--- src/design/voxel_map_nearest_neighbour_macros.svh ---
// assertion macros used by the voxel map datapath
`ifndef VOXEL_MAP_NEAREST_NEIGHBOUR_MACROS_SVH
`define VOXEL_MAP_NEAREST_NEIGHBOUR_MACROS_SVH

// condition that holds at every clock edge out of reset
`define VMNN_ASSERT_HOLD(lbl, cond, msg) \
    lbl: assert property (@(posedge clk) disable iff (!rst_n) (cond)) else $error(msg);

// condition that implies another in the next cycle
`define VMNN_ASSERT_NEXT(lbl, ante, cons, msg) \
    lbl: assert property (@(posedge clk) disable iff (!rst_n) (ante) |=> (cons)) \
        else $error(msg);

`endif

--- src/design/vmnn_pkg.sv ---
// shared constants, codes and types of the voxel map nearest neighbour block
package vmnn_pkg;

    localparam int VOXEL_SLOTS = 1024;
    localparam int SLOT_W      = $clog2(VOXEL_SLOTS);
    localparam int POINTS_CAP  = 8;
    localparam int PIDX_W      = $clog2(POINTS_CAP);
    localparam int CNT_W       = $clog2(POINTS_CAP + 1);
    localparam int COORD_W     = 24;
    localparam int KEY_W       = 20;
    localparam int KEY_SHIFT   = 20;
    localparam int RECIP_W     = 16;
    localparam int MAXP_W      = 4;
    localparam int DIST_W      = 50;
    localparam int CFG_W       = 50;
    localparam int CFG_IDX_W   = 2;
    localparam int REQ_W       = 2;
    localparam int STAT_W      = 3;
    localparam int NCODE_W     = 5;
    localparam int PT_ADDR_W   = SLOT_W + PIDX_W;

    localparam logic [REQ_W-1:0] REQ_INSERT = 2'd0;
    localparam logic [REQ_W-1:0] REQ_QUERY  = 2'd1;
    localparam logic [REQ_W-1:0] REQ_REMOVE = 2'd2;

    localparam logic [CFG_IDX_W-1:0] CFG_RECIP = 2'd0;
    localparam logic [CFG_IDX_W-1:0] CFG_MAXP  = 2'd1;
    localparam logic [CFG_IDX_W-1:0] CFG_MAXD  = 2'd2;

    localparam logic [RECIP_W-1:0] RECIP_RESET = 16'd4096;
    localparam logic [MAXP_W-1:0]  MAXP_RESET  = 4'd8;
    localparam logic [DIST_W-1:0]  MAXD_RESET  = 50'd65536;

    localparam logic [STAT_W-1:0] ST_STORED    = 3'd0;
    localparam logic [STAT_W-1:0] ST_EVICTED   = 3'd1;
    localparam logic [STAT_W-1:0] ST_NEW_VOXEL = 3'd2;
    localparam logic [STAT_W-1:0] ST_FULL      = 3'd3;
    localparam logic [STAT_W-1:0] ST_REMOVED   = 3'd4;
    localparam logic [STAT_W-1:0] ST_NOT_FOUND = 3'd5;
    localparam logic [STAT_W-1:0] ST_MATCH     = 3'd6;
    localparam logic [STAT_W-1:0] ST_NO_MATCH  = 3'd7;

    typedef logic [2:0][KEY_W-1:0]   key_t;
    typedef logic [2:0][COORD_W-1:0] pt_t;

    typedef struct packed {
        key_t              key;
        logic [CNT_W-1:0]  cnt;
        logic [PIDX_W-1:0] head;
    } slot_ent_t;

    localparam int SLOT_DATA_W = $bits(slot_ent_t);
    localparam int PT_W        = $bits(pt_t);

    typedef struct packed {
        logic clr;
        logic cap;
        logic mul;
        logic key;
        logic scan_init;
        logic scan;
        logic q_issue;
        logic ins;
        logic r_cmp;
        logic s_rd;
        logic s_wr;
        logic r_done;
        logic nf;
        logic fin;
        logic fin_query;
    } cmd_t;

    typedef struct packed {
        logic             clr_last;
        logic [REQ_W-1:0] req;
        logic             scan_hit;
        logic             scan_done;
        logic             q_done;
        logic             r_eq;
        logic             last_idx;
        logic             out_free;
    } sts_t;

endpackage

--- src/design/vmnn_ctrl.sv ---
// controller state machine sequencing clear, scan, insert, remove and query
module vmnn_ctrl (
    input  logic           clk,
    input  logic           rst_n,
    input  logic           in_valid,
    output logic           in_stall,
    input  vmnn_pkg::sts_t sts,
    output vmnn_pkg::cmd_t cmd
);
    import vmnn_pkg::*;

    typedef enum logic [11:0] {
        S_CLEAR = 12'b0000_0000_0001,
        S_IDLE  = 12'b0000_0000_0010,
        S_MUL   = 12'b0000_0000_0100,
        S_KEY   = 12'b0000_0000_1000,
        S_SCAN  = 12'b0000_0001_0000,
        S_QPTS  = 12'b0000_0010_0000,
        S_INS   = 12'b0000_0100_0000,
        S_RRD   = 12'b0000_1000_0000,
        S_RCMP  = 12'b0001_0000_0000,
        S_SRD   = 12'b0010_0000_0000,
        S_SWR   = 12'b0100_0000_0000,
        S_FIN   = 12'b1000_0000_0000
    } state_t;

    state_t state_reg;
    state_t state_next;

    always_ff @(posedge clk or negedge rst_n)
    begin
        if (!rst_n)
        begin
            state_reg <= S_CLEAR;
        end
        else
        begin
            state_reg <= state_next;
        end
    end

    always_comb
    begin
        cmd        = '0;
        in_stall   = 1'b1;
        state_next = state_reg;
        case (state_reg)
            S_CLEAR:
            begin
                cmd.clr = 1'b1;
                if (sts.clr_last)
                begin
                    state_next = S_IDLE;
                end
            end
            S_IDLE:
            begin
                in_stall = 1'b0;
                if (in_valid)
                begin
                    cmd.cap    = 1'b1;
                    state_next = S_MUL;
                end
            end
            S_MUL:
            begin
                cmd.mul    = 1'b1;
                state_next = S_KEY;
            end
            S_KEY:
            begin
                cmd.key       = 1'b1;
                cmd.scan_init = 1'b1;
                if (sts.req inside {REQ_INSERT, REQ_QUERY, REQ_REMOVE})
                begin
                    state_next = S_SCAN;
                end
                else
                begin
                    state_next = S_FIN;
                end
            end
            S_SCAN:
            begin
                cmd.scan = 1'b1;
                if (sts.scan_hit)
                begin
                    case (sts.req)
                        REQ_QUERY:  state_next = S_QPTS;
                        REQ_REMOVE: state_next = S_RRD;
                        default:    state_next = S_INS;
                    endcase
                end
                else if (sts.scan_done)
                begin
                    case (sts.req)
                        REQ_INSERT: state_next = S_INS;
                        REQ_REMOVE:
                        begin
                            cmd.nf     = 1'b1;
                            state_next = S_FIN;
                        end
                        default:    state_next = S_FIN;
                    endcase
                end
            end
            S_QPTS:
            begin
                cmd.q_issue = 1'b1;
                if (sts.q_done)
                begin
                    state_next = S_SCAN;
                end
            end
            S_INS:
            begin
                cmd.ins    = 1'b1;
                state_next = S_FIN;
            end
            S_RRD:
            begin
                state_next = S_RCMP;
            end
            S_RCMP:
            begin
                cmd.r_cmp = 1'b1;
                if (sts.r_eq)
                begin
                    state_next = S_SRD;
                end
                else if (sts.last_idx)
                begin
                    cmd.nf     = 1'b1;
                    state_next = S_FIN;
                end
                else
                begin
                    state_next = S_RRD;
                end
            end
            S_SRD:
            begin
                if (sts.last_idx)
                begin
                    cmd.r_done = 1'b1;
                    state_next = S_FIN;
                end
                else
                begin
                    cmd.s_rd   = 1'b1;
                    state_next = S_SWR;
                end
            end
            S_SWR:
            begin
                cmd.s_wr   = 1'b1;
                state_next = S_SRD;
            end
            S_FIN:
            begin
                cmd.fin_query = (sts.req == REQ_QUERY);
                if (sts.out_free)
                begin
                    cmd.fin    = 1'b1;
                    state_next = S_IDLE;
                end
            end
            default:
            begin
                state_next = S_IDLE;
            end
        endcase
    end

endmodule

--- config.mk ---
export PLATFORM = sky130hd
export DESIGN_NAME = vmnn_ctrl
export DESIGN_NICKNAME = d
export VERILOG_FILES = /design/src/design/voxel_map_nearest_neighbour_macros.svh /design/src/design/vmnn_pkg.sv /design/src/design/vmnn_ctrl.sv
export SDC_FILE = /design/constraint.sdc
export NUM_CORES = 1
export LEC_CHECK = 0
export BUFFER_PORTS_ARGS = -buffer_cell sky130_fd_sc_hd__buf_4
export CAP_MARGIN = 5
export CELL_PAD_IN_SITES_DETAIL_PLACEMENT = 1
export CELL_PAD_IN_SITES_GLOBAL_PLACEMENT = 1
export CORE_ASPECT_RATIO = 0.9
export CORE_MARGIN = 5
export CORE_UTILIZATION = 35
export DETAILED_ROUTE_END_ITERATION = 6
export PLACE_DENSITY = 0.78
export SLEW_MARGIN = 25
export SYNTH_ARGS = -nofsm -noshare
export SYNTH_HDL_FRONTEND = slang
export SYNTH_SLANG_ARGS = --single-unit
--- constraint.sdc ---
create_clock -name clk -period 2.6 [get_ports clk]
set_clock_uncertainty 0.05 [all_clocks]
set_input_delay 0.52 -clock clk [delete_from_list [all_inputs] [get_ports clk]]
set_output_delay 0.52 -clock clk [all_outputs]
set_load 0.05 [all_outputs]
# Word level (Yosys, flattened, before mapping)
# Index checks and enable logic that the tools add are counted.
totals:
  rom_bits: 0
  ramBits: 0
  out_inout_bits: 16
  reg_bits: 12
  n_memories: 0
  latchBits: 0
  inputBits: 12
classes:
  div_mod_pow: 0
  bitwise_logic: 0
  eq_ne: 19
  shifts: 0
  muxes: 35
  order_cmp: 0
  addsub: 0
  reduce_logical: 3
  n_mul: 0
ops:
  columns: ["op", "count"]
  rows:
  - ["$pmux 12 s12", 1]
  - ["$mux 12", 11]
  - ["$mux 1", 19]
  - ["$pmux 8 s2", 1]
  - ["$eq 12x1->1 const B", 1]
  - ["$eq 12x10->1 const B", 1]
  - ["$eq 12x11->1 const B", 1]
  - ["$eq 12x12->1 const B", 1]
  - ["$eq 12x2->1 const B", 1]
  - ["$eq 12x3->1 const B", 1]
  - ["$eq 12x4->1 const B", 1]
  - ["$eq 12x5->1 const B", 1]
  - ["$eq 12x6->1 const B", 1]
  - ["$eq 12x7->1 const B", 1]
  - ["$eq 12x8->1 const B", 1]
  - ["$eq 12x9->1 const B", 1]
  - ["$ne 2x2->1 const B", 4]
  - ["$reduce_and 5->1", 1]
  - ["$mux 2", 2]
  - ["$ne 3x3->1 const B", 1]
  - ["$reduce_bool 3->1", 1]
  - ["$eq 2x1->1 const B", 1]
  - ["$eq 2x2->1 const B", 1]
  - ["$logic_not 2->1", 1]
  - ["$pmux 1 s2", 1]

# Longest topological paths before layout
# Gate-level depths: netlist of run 1.
depth:
  depth_word: 5
  ltp_mapped: 6
  mapped_depth_nobuf: 6

# Worst setup path after synthesis of run 1
# No wires, ideal clock.
synth_timing:
  kind: "register to output"
  start: "register state_reg[8]"
  end: "output port cmd[12] (netlist bit)"
  t_arrival_ns: 2.472
  path_slack_ns: -0.442
  path_stages_with_launch: 4
  path_buffers: 0
  path_cell_list: "dfrtp_1 nor4_4 nand3_2 nor4_1"
synth_rtl:
  columns: ["element", "line_no", "rtl"]
  rows:
  - ["start: declaration", "vmnn_ctrl.sv:27", "state_t state_reg;"]
  - ["start signal: assignment", "vmnn_ctrl.sv:38", "state_reg <= state_next;"]
  - ["end: declaration", "vmnn_ctrl.sv:8", "output vmnn_pkg::cmd_t cmd"]

==> flow_metrics.env, run 1 <==
export IMPL_finalMaxSlewViolations=0
export IMPL_floorplan_die_area_um2=3980
export IMPL_top_count_cell_post_synth="nor2_1"
export IMPL_p_total_uw=1060
export IMPL_reg2reg_depth=6
export IMPL_drv_cap=0
export IMPL_vias_per_cell=5.50
export IMPL_worstSkewPairLatency_ns=0.28
export IMPL_cts_root_buf="clkbuf_4"
export IMPL_grt_overflow=0
export IMPL_drive_above_1_share=0.373
export IMPL_static_leakage_power_uw=0.000693
export IMPL_cts_htree_levels=1
export IMPL_finalSetupViolCount=0
export IMPL_rr_endpoint="state_reg[1]$_DFFE_PN0P_"
export IMPL_synth_top_area_share=0.279
export IMPL_post_route_drc_count=0
export IMPL_clock_sinks=12
export IMPL_floorplan_die_width_um=66.0
export IMPL_detail_route_wl_per_cell_um=17.1
export IMPL_outcome="finished, final reports clean"
export IMPL_post_route_cell_area_um2=1400
export IMPL_antenna_found_initial=0
export IMPL_cts_made_buffers=3
export IMPL_clock_fmax_mhz=397
export IMPL_placed_cell_area_um2=1280
export IMPL_synth_top_cell_by_area="dfrtp_1"
export IMPL_n_antenna_cell=0
export IMPL_core_area_um2=2730
export IMPL_timing_hold_violations_final=0
export IMPL_path_max_fanout=7
export IMPL_synth_sequential_area_ratio=0.305
export IMPL_synth_warnings=0
export IMPL_crit_path_capture_type="output pin"
export IMPL_cts_tree="yes"
export IMPL_type_of_the_worst_min_delay_path="primary input to asynchronous set/reset pin"
export IMPL_syn_num_nets=130
export IMPL_vdd_ir_drop_max_uv=218
export IMPL_drt_iter0_drc=29
export IMPL_timing_final_crit_share=0.968
export IMPL_grt_total_usage=0.172
export IMPL_rrSetupSlack_ns=0.70
export IMPL_detail_route_antenna_nets=0
export IMPL_firstDrtPassIters=4
export IMPL_synth_area_per_cell_um2=8.66
export IMPL_pin_count_of_the_biggest_net_entering_global_routing=13
export IMPL_fin_nets=170
export IMPL_synth_enable_flop_cells=0
export IMPL_worstSetupStartpointType="flop"
export IMPL_critical_path_required_ns=2.03
export IMPL_synthCells=114
export IMPL_synthFlopType="dfrtp_1"
export IMPL_worst_slew_margin_rel=0.747
export IMPL_route_final_wire_length_um=3300
export IMPL_number_of_primary_i_o_pins=28
export IMPL_routed_via_count=1062
export IMPL_netlist_cell_type_count=40
export IMPL_largest_register_ff_count=12
export IMPL_synthesized_flop_and_latch_total=12
export IMPL_clk_pin_slew_worst_paths_ns=0.10
export IMPL_synth_area_top_cells="dfrtp_1 (28%), nor4_4 (6.5%), ha_1 (5.1%)"
export IMPL_synthesis_area_um2=987
export IMPL_fin_setup_tns_ns=0
export IMPL_max_clock_path_buffers=2
export IMPL_core_rowCount=18
export IMPL_timing_worst_slew_pin_value_ns=0.374
export IMPL_vias_in_the_first_global_route=1174
export IMPL_crit_arrival_ns=1.95
export IMPL_period_minus_slack_ns=2.52
export IMPL_critPathKind="flop to output pin"
export IMPL_placement_io_buffers=27
export IMPL_gp_routability_congestion=0.817
export IMPL_area_growth_syn_to_layout_pct=41.4
export IMPL_grt_pass1_wl_um=5330
export IMPL_yosys_top_cells_count="nor2_1 (13), dfrtp_1 (11), inv_1 (8)"
export IMPL_power_per_cell_area_nw_per_um2=757
export IMPL_initial_core_util=0.362
export IMPL_r2r_start="state_reg[9]$_DFFE_PN0P_"
export IMPL_dp_hpwl_um=2540
export IMPL_cts_hold_fix_bufs=0
export IMPL_ys_async_rst_share=1.00
export IMPL_die_height_um=60.4
[area by class of cell]
class,count,area [um2]
Clock buffer,4,36.3
Tap cell,40,50.0
Multi-Input combinational cell,92,698
Timing Repair Buffer,37,278
Inverter,8,30.0
Sequential cell,12,304
Fill cell,335,1330
[through the flow]
stage / setup slack, ns / hold WS [ns] / util / instances
CTS: 0.00596 / 0.0226 / 0.492 / 189
detailed placement: 0.208 / 0.326 / 0.471 / 183
finish: 0.0834 / 0.0105 / 0.512 / 193
floorplan: -0.0482 / 0.174 / - / 114
global placement: 0.333 / 0.324 / 0.471 / 183
global route: -0.0121 / 0.0173 / 0.512 / 193
[repair_timing]
item / CTS / global route
buffers inserted: 2 / 4
setup endpoints to repair: 4 / 12
resized for setup: 2 / 6
pin swaps: 1 / 2
[power by group]
group          internal, uW  leakage [uW]  total [uW]  switching [uW]
Combinational           250      0.000514         646             396
Sequential              211      0.000157         248            37.2
Clock                  85.2     0.0000210         163            77.9
Total                   546      0.000693        1060             511
[routing by layer]
layer | up-vias | track usage | routed length (um)
li1 | 494 | - | -
met1 | 526 | 0.209 | 1390
met2 | 32 | 0.306 | 1680
met3 | 10 | 0.0370 | 153
met4 | 0 | 0.0580 | 80
met5 | - | 0 | 0
[critical path: stages, from the launching register on]
cell and delay, ns:
dfrtp_1 0.47, nor4_4 0.29, nand3_2 0.18, nor4_4 0.20, and2b_1 0.19, a32o_2 0.13, buf_4 0.19
[how the worst max path moves through the flow]
stage | from | end | cells past startpoint
CTS | state_reg[3]$_DFFE_PN0P_ | cmd[2] | 6
floorplan | state_reg[1]$_DFFE_PN0P_ | cmd[2] | 6
global route | state_reg[2]$_DFFE_PN0P_ | cmd[3] | 6
global placement | state_reg[2]$_DFFE_PN0P_ | cmd[2] | 6
finish | state_reg[2]$_DFFE_PN0P_ | cmd[2] | 6
detailed placement | state_reg[2]$_DFFE_PN0P_ | cmd[2] | 6
[kinds of logic (layout without fill, tap and decap cells)]
group | after synthesis | count (layout) | share of synthesized area
simple gates | 62 | 62 | 0.407
compound gates | 22 | 22 | 0.158
flops | 12 | 12 | 0.305
buf+inv | 10 | 49 | 0.0418
fa+ha+maj | 4 | 4 | 0.0507
xor+xnor | 3 | 3 | 0.0266
mux | 1 | 1 | 0.0101
[layout by cell type (no fill, tap or decap), types with 2 or more instances in the layout]
cell type	count
nand2_1	6
nor3_2	2
nor4_4	4
inv_1	8
nor2_4	2
o21ai_0	6
nor2_1	11
xor2_1	3
dfrtp_2	2
a21oi_1	2
nand2b_1	5
nor2b_1	5
nand3_2	2
buf_4	37
and3_1	5
nand3_1	3
ha_1	4
nor4b_1	3
o31ai_1	2
dfrtp_1	9
nor3_1	5
clkbuf_4	3
Note: power is estimated with default switching activity, not from simulation.
==> run 2: changes to the inputs <==
Settings changed: HOLD_SLACK_MARGIN set to 0.08, SETUP_SLACK_MARGIN set to 0.15.
==> run 2 against run 1 <==
  * Highest routed layer unchanged
  * Sequential cell count is the same
  * Sequential power is essentially flat
  * Global-route usage grew 0.68 points
  * Sequential share of layout area shrank 2.8 points
  * Worst setup slack lost 0.051 ns
  * Combinational power grew 22%
  * Total power grew 13%
  * Hold slack gained 0.29 ns
  * Register-to-register slack lost 0.30 ns
  * Final cell count grew 7.3%
  * Critical path depth is the same
==> flow_metrics.env, run 2 (same netlist as run 1, synthesis figures left out) <==
export IMPL_outcome="finished, final reports clean"
export IMPL_worstSetupStartpointType="flop"
export IMPL_power_per_cell_area_nw_per_um2=740
export IMPL_critPathTopFamily="simple AND/OR/NAND/NOR gates"
export IMPL_timing_hold_violations_final=0
export IMPL_crit_path_cell_trace="nor4_4, nand3_2, buf_6, nor3_4, and3_1, buf_6"
export IMPL_core_rowCount=18
export IMPL_timing_worst_slew_pin_value_ns=0.434
export IMPL_fin_setup_tns_ns=0
export IMPL_detail_route_wl_per_cell_um=18.5
export IMPL_clock_sinks=12
export IMPL_largest_register_ff_count=12
export IMPL_clk_pin_slew_worst_paths_ns=0.08
export IMPL_crit_path_capture_type="output pin"
export IMPL_post_route_cell_area_um2=1620
export IMPL_firstDrtPassIters=4
export IMPL_period_minus_slack_ns=2.57
export IMPL_maximum_cell_stage_delay_along_the_critical_path_ns=0.46
export IMPL_grt_pass1_wl_um=5400
export IMPL_worst_slew_margin_rel=0.707
export IMPL_routed_via_count=1085
export IMPL_drive_above_1_share=0.485
export IMPL_core_area_um2=2730
export IMPL_worstSkewPairLatency_ns=0.29
export IMPL_static_leakage_power_uw=0.000772
export IMPL_timing_final_crit_share=0.987
export IMPL_vias_per_cell=5.24
export IMPL_floorplan_die_width_um=66.0
export IMPL_route_final_wire_length_um=3830
export IMPL_placed_cell_area_um2=1290
export IMPL_detail_route_antenna_nets=0
export IMPL_number_of_primary_i_o_pins=28
export IMPL_vias_in_the_first_global_route=1143
export IMPL_fin_nets=184
export IMPL_clock_fmax_mhz=389
export IMPL_crit_buf_inv=2
export IMPL_critical_path_slowest_cell="dfrtp_2"
export IMPL_die_height_um=60.4
export IMPL_initial_core_util=0.362
export IMPL_gp_routability_congestion=0.817
export IMPL_layout_common_cells="buf_4 (36), buf_6 (10), nor2_1 (8), inv_1 (8), dfrtp_1 (7)"
export IMPL_cts_root_buf="clkbuf_4"
export IMPL_critical_path_required_ns=2.03
export IMPL_rsz0062_at_grt="yes"
export IMPL_finalSetupViolCount=0
export IMPL_post_route_drc_count=0
export IMPL_crit_arrival_ns=2.00
export IMPL_critPathKind="flop to output pin"
export IMPL_path_max_fanout=6
export IMPL_drv_cap=0
export IMPL_max_clock_path_buffers=2
export IMPL_critPathMostFrequentCell="buf_6"
export IMPL_n_antenna_cell=0
export IMPL_vdd_ir_drop_max_uv=413
export IMPL_final_common_cell="buf_4"
export IMPL_floorplan_die_area_um2=3980
export IMPL_pin_count_of_the_biggest_net_entering_global_routing=13
export IMPL_cts_tree="yes"
export IMPL_postLayoutCoreUtil=0.594
export IMPL_placement_io_buffers=27
export IMPL_cts_htree_levels=1
export IMPL_drt_iter0_drc=21
export IMPL_finalMaxSlewViolations=0
export IMPL_grt_total_usage=0.179
export IMPL_type_of_the_worst_min_delay_path="primary input to flop"
export IMPL_cts_made_buffers=3
export IMPL_grt_overflow=0
export IMPL_antenna_found_initial=0
export IMPL_dp_hpwl_um=2450
export IMPL_area_growth_syn_to_layout_pct=63.9
==> run 2: cell count changes in the layout (fill, tap and decap cells not counted), moves of 2 or more <==
| cell | delta |
|---|---|
| and3_1 | -2 |
| and3_4 | +2 |
| buf_6 | +10 |
| buf_8 | +4 |
| dfrtp_1 | -2 |
| dfrtp_2 | +2 |
| nor2_1 | -3 |
| nor2_4 | +2 |
==> run 2: stage by stage <==
step                setup slack, ns  total power (uW)  hold slack [ns]  std cells
finish                       0.0325              1200            0.302        207
global route                -0.0638              1270            0.278        207
CTS                          0.0406              1100            0.314        200
detailed placement            0.262               826            0.327        183
global placement              0.335               801            0.325        183
floorplan                   -0.0479               673            0.174        114
==> run 2: cell type report <==
type	count	area (um2)
well taps	40	50.0
inverters	8	30.0
repair buffers	51	453
fillers	320	1110
multi-input cells	92	742
clock buffers	4	36.3
flip-flops and latches	12	307
==> run 2: what timing repair did <==
action                                  in CTS  in global routing
gates cloned                                 0                  0
hold endpoints to repair                    11                  0
endpoints found under the setup margin      10                 16
pin swaps                                    9                  9
hold buffers                                 1                  0
setup buffers                               12                  7
resized for setup                           17                 22
==> run 2: per-layer routing <==
layer | track usage | wire length [um] | vias to the layer above | part of all wire
li1 | - | - | 522 | -
met1 | 0.208 | 1580 | 530 | 0.41
met2 | 0.341 | 2010 | 27 | 0.52
met3 | 0.0444 | 168 | 6 | 0.044
met4 | 0.0261 | 75 | 0 | 0.020
met5 | 0 | 0 | - | 0
==> run 2: power by group <==
part | switching [uW] | internal, uW | total [uW]
sequential | 33.3 | 212 | 246
clock | 75.7 | 85.5 | 161
combinational | 446 | 344 | 790
==> run 2: path summary, 6_finish.rpt <==
path	start	endpoint	slack, ns	depth (start not counted)
worst max register to register	state_reg[9]$_DFFE_PN0P_	state_reg[1]$_DFFE_PN0P_	0.40	8
worst max-delay path	state_reg[2]$_DFFE_PN0P_	cmd[1]	0.03	6
worst min register to register	state_reg[6]$_DFFE_PN0P_	state_reg[8]$_DFFE_PN0P_	0.48	1
max in group asynchronous	rst_n	state_reg[0]$_DFFE_PN1P_	1.71	2
worst min-delay path	sts[8]	state_reg[0]$_DFFE_PN1P_	0.30	2
min in group asynchronous	rst_n	state_reg[8]$_DFFE_PN0P_	0.55	2
==> run 3: changes to the inputs <==
Settings changed: CELL_PAD_IN_SITES_DETAIL_PLACEMENT 1 to 2, CELL_PAD_IN_SITES_GLOBAL_PLACEMENT 1 to 2, CORE_UTILIZATION 35 to 29, PLACE_DENSITY 0.78 to 0.81, RECOVER_POWER set to 25.
==> run 3 against run 2 <==
  * Utilization is 11 points lower
  * Worst setup slack better by 0.046 ns
  * Sequential cell count is the same
  * Total power is 5.5% higher
==> flow_metrics.env, run 3 (same netlist as run 1, synthesis figures left out) <==
export IMPL_routed_via_count=1116
export IMPL_die_height_um=65.4
export IMPL_outcome="finished, final reports clean"
export IMPL_detail_route_wl_per_cell_um=19.2
export IMPL_r2r_start="state_reg[11]$_DFFE_PN0P_"
export IMPL_critPathTopFamily="simple AND/OR/NAND/NOR gates"
export IMPL_floorplan_die_area_um2=4670
export IMPL_finalMaxSlewViolations=0
export IMPL_cp_startpoint="state_reg[2]$_DFFE_PN0P_"
export IMPL_finalSetupViolCount=0
export IMPL_n_antenna_cell=0
export IMPL_route_final_wire_length_um=4000
export IMPL_number_of_primary_i_o_pins=28
export IMPL_placement_io_buffers=27
export IMPL_critPathMostFrequentCell="nor4_4"
export IMPL_path_max_fanout=3
export IMPL_floorplan_die_width_um=71.5
export IMPL_worstSetupStartpointType="flop"
export IMPL_rsz0062_at_grt="yes"
export IMPL_gr_max_usage_layer="met2"
export IMPL_final_common_cell="buf_4"
export IMPL_clock_sinks=12
export IMPL_critPathKind="flop to output pin"
export IMPL_timing_final_crit_share=0.970
export IMPL_crit_arrival_ns=1.95
export IMPL_layout_common_cells="buf_4 (35), buf_6 (9), inv_1 (8), nor2_1 (7)"
export IMPL_critical_path_slowest_cell="dfrtp_2"
export IMPL_fin_setup_tns_ns=0
export IMPL_crit_path_capture_type="output pin"
export IMPL_grt_pass1_wl_um=5980
export IMPL_grt_total_usage=0.168
export IMPL_drt_iter0_drc=9
export IMPL_antenna_found_initial=0
export IMPL_core_rowCount=20
export IMPL_maximum_cell_stage_delay_along_the_critical_path_ns=0.42
export IMPL_vdd_ir_drop_max_uv=189
export IMPL_type_of_the_worst_min_delay_path="primary input to flop"
export IMPL_vias_in_the_first_global_route=1205
export IMPL_fin_nets=181
export IMPL_static_leakage_power_uw=0.000759
export IMPL_worst_slew_margin_rel=0.484
export IMPL_max_clock_path_buffers=2
export IMPL_timing_worst_slew_pin_value_ns=0.774
export IMPL_clk_pin_slew_worst_paths_ns=0.06
export IMPL_grtUsageMet3=0.0275
export IMPL_largest_register_ff_count=12
export IMPL_clock_fmax_mhz=397
export IMPL_cts_tree="yes"
export IMPL_drv_cap=0
export IMPL_power_per_cell_area_nw_per_um2=791
export IMPL_drive_above_1_share=0.470
export IMPL_worstSkewPairLatency_ns=0.25
export IMPL_period_minus_slack_ns=2.52
export IMPL_core_area_um2=3330
export IMPL_firstDrtPassIters=4
export IMPL_dp_hpwl_um=2720
export IMPL_detail_route_antenna_nets=0
export IMPL_dp_slack_ns=0.239
export IMPL_gp_routability_congestion=0.772
export IMPL_timing_hold_violations_final=0
export IMPL_cts_root_buf="clkbuf_8"
export IMPL_critical_path_required_ns=2.03
export IMPL_pin_count_of_the_biggest_net_entering_global_routing=13
export IMPL_final_setup_worst_slack_ns=0.0785
export IMPL_cts_htree_levels=1
export IMPL_crit_buf_inv=1
export IMPL_cts_made_buffers=3
export IMPL_crit_path_cell_trace="nor4_4, nand3_2, nor4_4, and2b_1, a32o_2, buf_6"
export IMPL_min_delay_start="sts[8]"
export IMPL_vias_per_cell=5.37
export IMPL_area_growth_syn_to_layout_pct=61.6
export IMPL_grt_met2_usage=0.308
export IMPL_grtUsageMet1=0.195
export IMPL_post_route_drc_count=0
export IMPL_grt_overflow=0
export IMPL_initial_core_util=0.297
## run 3: path summary, 6_finish.rpt
kind                       cells past startpoint                       end  slack (ns)
hold / removal                                 2  state_reg[0]$_DFFE_PN1P_        0.35
max in group asynchronous                      2  state_reg[9]$_DFFE_PN0P_        1.15
setup reg to reg                               7  state_reg[1]$_DFFE_PN0P_        0.58
setup / recovery                               6                    cmd[2]        0.08
hold reg to reg                                1  state_reg[8]$_DFFE_PN0P_        0.47
min in group asynchronous                      2  state_reg[5]$_DFFE_PN0P_        0.81
## run 3: layer usage
| layer | wire length, um | part of all wire |
|---|---|---|
| met1 | 1670 | 0.42 |
| met2 | 2110 | 0.53 |
| met3 | 146 | 0.037 |
| met4 | 76 | 0.019 |
| met5 | 0 | 0 |
## run 3: what timing repair did
action,4_1_cts,5_1_grt
hold buffers,1,0
buffers inserted,6,12
pin swaps,6,4
gates resized for setup,13,21
cloned,0,0
endpoints found under the hold margin,11,0
setup endpoints to repair,9,16
## run 3: power by group
part           internal (uW)  switching, uW
Clock                    134           81.7
Combinational            334            448
Sequential               214           49.5
## run 3: area by class of cell
class / instances / area, um2
fillers: 357 / 1730
multi-input cells: 92 / 738
repair buffers: 48 / 408
flip-flops and latches: 12 / 309
clock buffers: 4 / 55.1
well taps: 44 / 55.1
inverters: 8 / 30.0
## run 3: per-stage QoR
step	instance area (um2)	util	total power, uW	hold slack [ns]	std cells
global route	1600	0.479	1330	0.358	208
global placement	1280	0.384	795	0.326	185
CTS	1430	0.429	1110	0.357	196
floorplan	1030	-	673	0.174	114
finish	1600	0.479	1260	0.355	208
detailed placement	1280	0.384	823	0.331	185
